File: src/design/assert_macros.svh
// ----------------------------------------------------------------------------
// Assertion macros
// Clocked property checks with reset disable; empty for synthesis.
// ----------------------------------------------------------------------------
`ifndef ASSERT_MACROS_SVH
`define ASSERT_MACROS_SVH

`ifndef SYNTHESIS

`define ASSERT_CLK(lbl, clk, rstn, prop) \
  lbl: assert property (@(posedge clk) disable iff (!rstn) prop) \
    else $error("assertion failed");

`define ASSERT_NEVER(lbl, clk, rstn, cond) \
  lbl: assert property (@(posedge clk) disable iff (!rstn) !(cond)) \
    else $error("forbidden condition seen");

`else

`define ASSERT_CLK(lbl, clk, rstn, prop)

`define ASSERT_NEVER(lbl, clk, rstn, cond)

`endif

`endif

File: src/design/scbl_pkg.sv
// ----------------------------------------------------------------------------
// Scan converter package
// Field widths, request codes, register map and parameter defaults.
// ----------------------------------------------------------------------------
`timescale 1ns / 1ps
`default_nettype none

package scbl_pkg;

  localparam int LINE_LENGTH_DEF      = 256;
  localparam int SAMPLE_WIDTH_DEF     = 16;
  localparam int WEIGHT_FRAC_BITS_DEF = 16;

  localparam int NUM_LINES = 3;

  localparam int REQ_W     = 2;
  localparam int LINE_W    = 2;
  localparam int COL_IN_W  = 8;
  localparam int SAMP_IN_W = 16;
  localparam int IDX_W     = 20;
  localparam int WGT_IN_W  = 17;
  localparam int PIX_W     = 16;
  localparam int NS_W      = 9;

  localparam logic [REQ_W-1:0] REQ_LOAD  = 2'd0;
  localparam logic [REQ_W-1:0] REQ_PIXEL = 2'd1;
  localparam logic [REQ_W-1:0] REQ_ROW   = 2'd2;

  localparam int CFG_ADDR_W = 3;
  localparam int CFG_DATA_W = 32;

  localparam logic REG_NUM_SCANLINES = 1'b0;

  localparam logic [NS_W-1:0] NS_RESET = 9'd255;

endpackage

`default_nettype wire

File: src/design/scbl_lerp.sv
// ----------------------------------------------------------------------------
// Scan converter blend unit
// Two-tap linear blend on one shared multiplier, rounded half away from zero.
// ----------------------------------------------------------------------------
`timescale 1ns / 1ps
`default_nettype none

module scbl_lerp
  import scbl_pkg::*;
#(
  parameter int SAMPLE_WIDTH     = SAMPLE_WIDTH_DEF,
  parameter int WEIGHT_FRAC_BITS = WEIGHT_FRAC_BITS_DEF
) (
  input  wire logic                          clk,
  input  wire logic                          rst_n,
  input  wire logic                          start,
  input  wire logic signed [SAMPLE_WIDTH-1:0] a,
  input  wire logic signed [SAMPLE_WIDTH-1:0] b,
  input  wire logic [WEIGHT_FRAC_BITS:0]      w,
  output logic                               done,
  output logic signed [SAMPLE_WIDTH-1:0]      res
);

  localparam int SW     = SAMPLE_WIDTH;
  localparam int WF     = WEIGHT_FRAC_BITS;
  localparam int WGT_W  = WF + 1;
  localparam int PROD_W = WF + 2 + SW;
  localparam int ACC_W  = PROD_W + 1;

  localparam logic [WGT_W-1:0] W_ONE = {1'b1, {WF{1'b0}}};
  localparam logic [ACC_W-1:0] HALF  = ACC_W'(1) << (WF - 1);

  typedef enum logic [1:0] {P_IDLE, P_MUL_A, P_MUL_B, P_ROUND} phase_t;

  phase_t                   phase_r, phase_nxt;
  logic signed [SW-1:0]     a_r, a_nxt;
  logic signed [SW-1:0]     b_r, b_nxt;
  logic [WGT_W-1:0]         w_r, w_nxt;
  logic signed [ACC_W-1:0]  acc_r, acc_nxt;
  logic signed [SW-1:0]     res_r, res_nxt;
  logic                     done_r, done_nxt;

  logic [WGT_W-1:0]         m_w;
  logic signed [SW-1:0]     m_s;
  logic signed [PROD_W-1:0] prod;
  logic [ACC_W-1:0]         acc_u;
  logic [ACC_W-1:0]         acc_abs;
  logic [ACC_W-1:0]         rnd_mag;
  logic signed [SW-1:0]     res_c;

  always_comb begin
    m_w     = (phase_r == P_MUL_A) ? (W_ONE - w_r) : w_r;
    m_s     = (phase_r == P_MUL_A) ? a_r : b_r;
    prod    = PROD_W'($signed({1'b0, m_w})) * PROD_W'(m_s);
    acc_u   = acc_r;
    acc_abs = acc_u[ACC_W-1] ? (~acc_u + ACC_W'(1)) : acc_u;
    rnd_mag = (acc_abs + HALF) >> WF;
    res_c   = acc_u[ACC_W-1] ? SW'(~rnd_mag + ACC_W'(1)) : SW'(rnd_mag);
  end

  always_comb begin
    phase_nxt = phase_r;
    a_nxt     = a_r;
    b_nxt     = b_r;
    w_nxt     = w_r;
    acc_nxt   = acc_r;
    res_nxt   = res_r;
    done_nxt  = 1'b0;
    case (phase_r)
      P_IDLE: begin
        if (start) begin
          a_nxt     = a;
          b_nxt     = b;
          w_nxt     = w;
          phase_nxt = P_MUL_A;
        end
      end
      P_MUL_A: begin
        acc_nxt   = ACC_W'(prod);
        phase_nxt = P_MUL_B;
      end
      P_MUL_B: begin
        acc_nxt   = acc_r + ACC_W'(prod);
        phase_nxt = P_ROUND;
      end
      P_ROUND: begin
        res_nxt   = res_c;
        done_nxt  = 1'b1;
        phase_nxt = P_IDLE;
      end
      default: begin
        phase_nxt = P_IDLE;
      end
    endcase
  end

  always_ff @(posedge clk) begin
    if (!rst_n) begin
      phase_r <= P_IDLE;
      done_r  <= 1'b0;
    end else begin
      phase_r <= phase_nxt;
      done_r  <= done_nxt;
    end
    a_r   <= a_nxt;
    b_r   <= b_nxt;
    w_r   <= w_nxt;
    acc_r <= acc_nxt;
    res_r <= res_nxt;
  end

  assign done = done_r;
  assign res  = res_r;

endmodule

`default_nettype wire

File: config.mk
export PLATFORM = sky130hd
export DESIGN_NAME = scbl_lerp
export DESIGN_NICKNAME = d
export VERILOG_FILES = /design/src/design/assert_macros.svh /design/src/design/scbl_pkg.sv /design/src/design/scbl_lerp.sv
export SDC_FILE = /design/constraint.sdc
export NUM_CORES = 1
export LEC_CHECK = 0
export BUFFER_PORTS_ARGS = -buffer_cell sky130_fd_sc_hd__buf_2
export CAP_MARGIN = 20
export CORE_MARGIN = 3
export CORE_UTILIZATION = 45
export CTS_BUF_LIST = sky130_fd_sc_hd__clkbuf_4 sky130_fd_sc_hd__clkbuf_8 sky130_fd_sc_hd__clkbuf_16
export DETAILED_ROUTE_END_ITERATION = 6
export SLEW_MARGIN = 10
export SYNTH_ARGS = -nofsm -noshare
export SYNTH_HDL_FRONTEND = slang
export SYNTH_SLANG_ARGS = --single-unit
export TNS_END_PERCENT = 100
File: constraint.sdc
create_clock -name clk -period 9.5 [get_ports clk]
set_input_delay 1.425 -clock clk [delete_from_list [all_inputs] [get_ports clk]]
set_output_delay 1.425 -clock clk [all_outputs]
set_load 0.005 [all_outputs]
== Word-level counts from Yosys, hierarchy flattened ==
Cells that the tools add are included.
Cells by class
  add/sub/neg operators: 5
  multiply operators: 1
  equality and inequality tests: 4
  mux-type cells: 8
  bitwise logic cells: 2
  reduce and logical (&&, ||, !) cells: 3
Operator list (count)
  case mux 35 bit (2 select lines): 1
  adder 35 x 34 -> 35 bit: 1
  multiplier 18 x 16 -> 34 bit: 1
  adder 32 x 1 -> 32 bit, second input constant: 1
  adder 32 x 16 -> 32 bit, second input constant: 1
  2-to-1 mux 16 bit: 2
  2-to-1 mux 32 bit: 1
  inverter 32 bit: 1
  2-to-1 mux 17 bit: 1
  subtractor 17 bit, first input constant: 1
  adder 16 x 1 -> 16 bit, second input constant: 1
  inverter 16 bit: 1
  case mux 2 bit (4 select lines): 1
  equality test 2 bit, second input constant: 2
  equality test 2 x 1 -> 1 bit, second input constant: 1
  zero test 2 bit: 1
  2-to-1 mux 2 bit: 1
  inequality test 2 bit, second input constant: 1
  AND reduction 2 bit: 1
  nonzero test 2 bit: 1
  2-to-1 mux 1 bit: 1
Word-level totals
  flip-flop bits (word level): 103
  input port bits: 52
  output and inout bits: 17
  word-level logic and storage cells: 30

== Depth between registers and ports, before layout ==
  depth in word-level cells: 7
  depth in mapped cells: 40
  gate-level depth less buffers: 38

== Worst setup path before layout ==
OpenSTA, ideal clock, no wires.
  kind: reg2reg
  start point: reg w_r[4]
  end point: reg acc_r[32] (data pin)
  library setup time: 0.260 ns
  arrival: 9.004 ns
  slack: 0.236 ns
  cell stages (with the launch flop): 36
  clock period less this slack: 9.264 ns
  cells stage by stage: edfxtp_1 -> or4_1 -> nor4_1 -> nand2_1 -> o21ai_0 -> xor2_1 -> nor2_1 -> fa_1 -> inv_1 -> fa_1 -> fa_1 -> inv_1 -> fa_1 -> fa_1 -> inv_1 -> fa_1 -> inv_1 -> ha_1 -> clkbuf_1 -> a22o_1 -> nor4_1 -> a221oi_1 -> and3_1 -> o21ai_1 -> a21boi_0 -> o21bai_1 -> a21boi_0 -> nor2_1 -> o311ai_0 -> ha_1 -> and3_1 -> a31oi_1 -> o21bai_1 -> a21oi_1 -> xnor2_1 -> mux2_2
On the way
  cells in the longest elaborated chain, start to end: 5
RTL lines
  start, declared: RTL line scbl_lerp.sv:38  | logic [WGT_W-1:0] w_r, w_nxt;
  start signal, assigned: RTL line scbl_lerp.sv:107  | w_r <= w_nxt;
  subtractor 17 bit: RTL line scbl_lerp.sv:52  | m_w = (phase_r == P_MUL_A) ? (W_ONE - w_r) : w_r;
  2-to-1 mux 17 bit (*): RTL line scbl_lerp.sv:52
  multiplier 18 x 16 -> 34 bit (*): RTL line scbl_lerp.sv:54  | prod = PROD_W'($signed({1'b0, m_w})) * PROD_W'(m_s);
  adder 35 x 34 -> 35 bit: RTL line scbl_lerp.sv:83  | acc_nxt = acc_r + ACC_W'(prod);
  case mux 35 bit (2 select lines) (*): RTL line scbl_lerp.sv:69  | case (phase_r)
  via acc_nxt[32]: RTL line scbl_lerp.sv:39  | logic signed [ACC_W-1:0] acc_r, acc_nxt;
  end signal, assigned: RTL line scbl_lerp.sv:108  | acc_r <= acc_nxt;
  end, declared: RTL line scbl_lerp.sv:39
Mark *: on every way through the listed nets, which the timed path passes. The rest lies on a longest branch.
A chain may end at the register's enable or synchronous reset.

== Final worst setup path ==
  start point: reg w_r[3]
  end point: reg acc_r[32] (data pin)
The elaborated chain is that of the path after synthesis.

==> impl_results.md <==
* Status: completed
* H-tree depth at 3
* Syn Nets at 2,217
* Final Hold Viols at 0
* Clock-pin slew on the worst setup and hold paths at 0.09 ns
* RSZ-0062 raised after global routing: true
* Die ar. at 39,000 um2
* Inserted Diodes at 0
* FF+latch count, synth at 103
* Core Area at 35,800 um2
* Headroom to the max-slew limit at 43.7%
* Final ANT Viol Nets at 0
* CTS tree: yes
* Crit path launch type: register
* Pre-antenna DRT Iters at 5
* WS Path Type: register to register
* Max cap viols at 0
* Commonest non-fill, non-tap cell in the layout: inv_1
* Root Driver: clkbuf_16
* Antenna violations before repair at 0
* Die W at 198 um
* Syn. warnings at 0
* Ports at 69
* R2r worst-path depth at 37
* Worst setup EP type: register
* Final WL at 41,900 um
* Post-Syn Area at 16,500 um2
* Hold WS at 0.573 ns
* Fillers at 3,285
* # rows at 69
* Hold buffer count at CTS at 0
* Gpl congestion at 0.939
* Initial Utilization at 46.1%
* Worst Setup SP: w_r[3]$_DFFE_PP_
* Dpl hpwl at 34,100 um
* Drc violations at 0
* Largest net degree at the start of global routing at 50
* GR Overflow Total at 0
* Syn avg cell area at 9.23 um2
* Most frequent cell on the critical path: fa_1
* Fmax at 109 MHz
* Slew @ Worst Pin at 0.844 ns
* Worst Skew at 0.0206 ns
* Critical path arrival at 9.33 ns
* GRT Util Overall at 21.7%
* Crit path max fanout at 7
* Final period utilization at 96.7%
* Synth async-reset ratio at 0%
* Iteration-0 DRC Markers at 807
* CP max stage cell: or4_4
* Sequential area share after synthesis at 18.6%
* Maximum clock path buffer count at 2
* Layout cells sized above 1 at 16.4%
* Via Count at 13,000
* Final setup viols at 0
* Count of flip-flops with a built-in enable after synthesis at 100
* CP max stage delay at 0.57 ns
* Final min period at 9.19 ns
* First-pass GRT wire length at 67,100 um
* Die Y at 198 um
* Vias/cell at 5.43
* Most frequent cells in the layout: inv_1 (302), fa_1 (208), nand2_1 (195)
* Max-slew violations at 0
* Reg2reg start: w_r[3]$_DFFE_PP_
* IO buf count at 68
* Unique masters post-synth at 82
* Ys flop type: edfxtp_1
* WHS Path Cells at 2
* Startpoint of the tightest hold check path: phase_r[1]$_SDFFE_PN0P_
* Req. time, crit path at 9.64 ns
* Drt wl/cell at 17.5 um
* Num CTS Buffers at 9
* Vias in the first global route at 12,900
* Hold WC Path Type: register to register
* Cells after synthesis at 1,789
* Layout area overhead at 14.3%
* Sink Count at 103
* Clock Latency Late Sink at 0.38 ns
* Final nets at 2,359
==> Yosys cell counts, types with 13 or more instances <==
library cell | instances | area share [%]
a21o_1 | 28 | 1.3
a21oi_1 | 63 | 1.9
clkbuf_1 | 36 | 0.82
edfxtp_1 | 100 | 18
fa_1 | 209 | 25
ha_1 | 167 | 13
inv_1 | 307 | 7.0
mux2_2 | 28 | 1.9
mux2i_1 | 19 | 1.2
nand2_1 | 197 | 4.5
nand2b_1 | 17 | 0.64
nand3_1 | 15 | 0.45
nor2_1 | 177 | 4.0
nor3_1 | 18 | 0.55
o21a_1 | 13 | 0.59
o21ai_0 | 54 | 1.6
xnor2_1 | 76 | 4.0
xor2_1 | 49 | 2.6
==> logic make-up (layout without fill, tap and decap cells) <==
kind of cell / after synthesis / after routing / synth area share [%]
xor+xnor: 131 / 131 / 7.34
simple gates: 511 / 511 / 14.2
flops: 103 / 103 / 18.6
compound gates: 265 / 265 / 10.6
buf+inv: 355 / 502 / 8.18
mux: 48 / 48 / 3.15
fa+ha+maj: 376 / 376 / 38.0
==> final cells by class <==
class	count	area, um2	area share, %
clock buffers	9	225	1.19
clock inverters	7	47.5	0.252
inverters	307	1150	6.11
multi-input cells	1331	12600	66.5
flip-flops and latches	103	3060	16.2
well taps	461	577	3.06
repair buffers	179	1250	6.62
==> path summary, 6_finish.rpt <==
path	end	slack, ns
worst min register to register	phase_r[1]$_SDFFE_PN0P_	0.57
worst max register to register	acc_r[32]$_DFFE_PP_	0.31
worst max-delay path	acc_r[32]$_DFFE_PP_	0.31
worst min-delay path	phase_r[1]$_SDFFE_PN0P_	0.57
==> flip-flops by register name, summed over array words and instances (netlist names) <==
signal / cells
acc_r: 35
w_r: 17
a_r: 16
b_r: 16
res: 16
phase_r: 2
done: 1
==> critical path: cells and delay by family, from the launching register on <==
kind / cells / cell delay, ns
compound gates: 11 / 2.03
xor+xnor: 3 / 0.45
fa+ha+maj: 8 / 3.54
buf+inv: 8 / 0.66
flops: 1 / 0.39
mux: 1 / 0.25
simple gates: 6 / 1.62
==> per-layer routing <==
| metal | vias up | part of all wire (%) | track usage (%) |
|---|---|---|---|
| met3 | 37 | 6.1 | 3.75 |
| li1 | 6131 | - | - |
| met4 | 0 | 1.9 | 5.29 |
| met1 | 6481 | 44 | 30.1 |
| met2 | 372 | 48 | 35.8 |
| met5 | - | 0 | 0 |
==> through the flow <==
step	area [um2]	instances	TNS [ns]	setup slack (ns)	util [%]
final	18900	2397	0	0.309	52.7
after global routing	18900	2397	-0.252	-0.0764	52.7
after CTS	18200	2369	0	0.00174	50.8
after detailed placement	17900	2352	-1.61	-0.323	49.9
after global placement	17900	2352	-0.769	-0.209	49.9
after floorplan	16500	1789	0	0.236	-
==> what timing repair did <==
action                                  4_1_cts  5_1_grt
gates resized for setup                       6       91
pin swaps                                     1       76
endpoints found under the setup margin        7       14
setup buffers                                 1       27
Power is not shown: default switching activity piles up to over one toggle a cycle in this logic, so the estimate is an artifact.
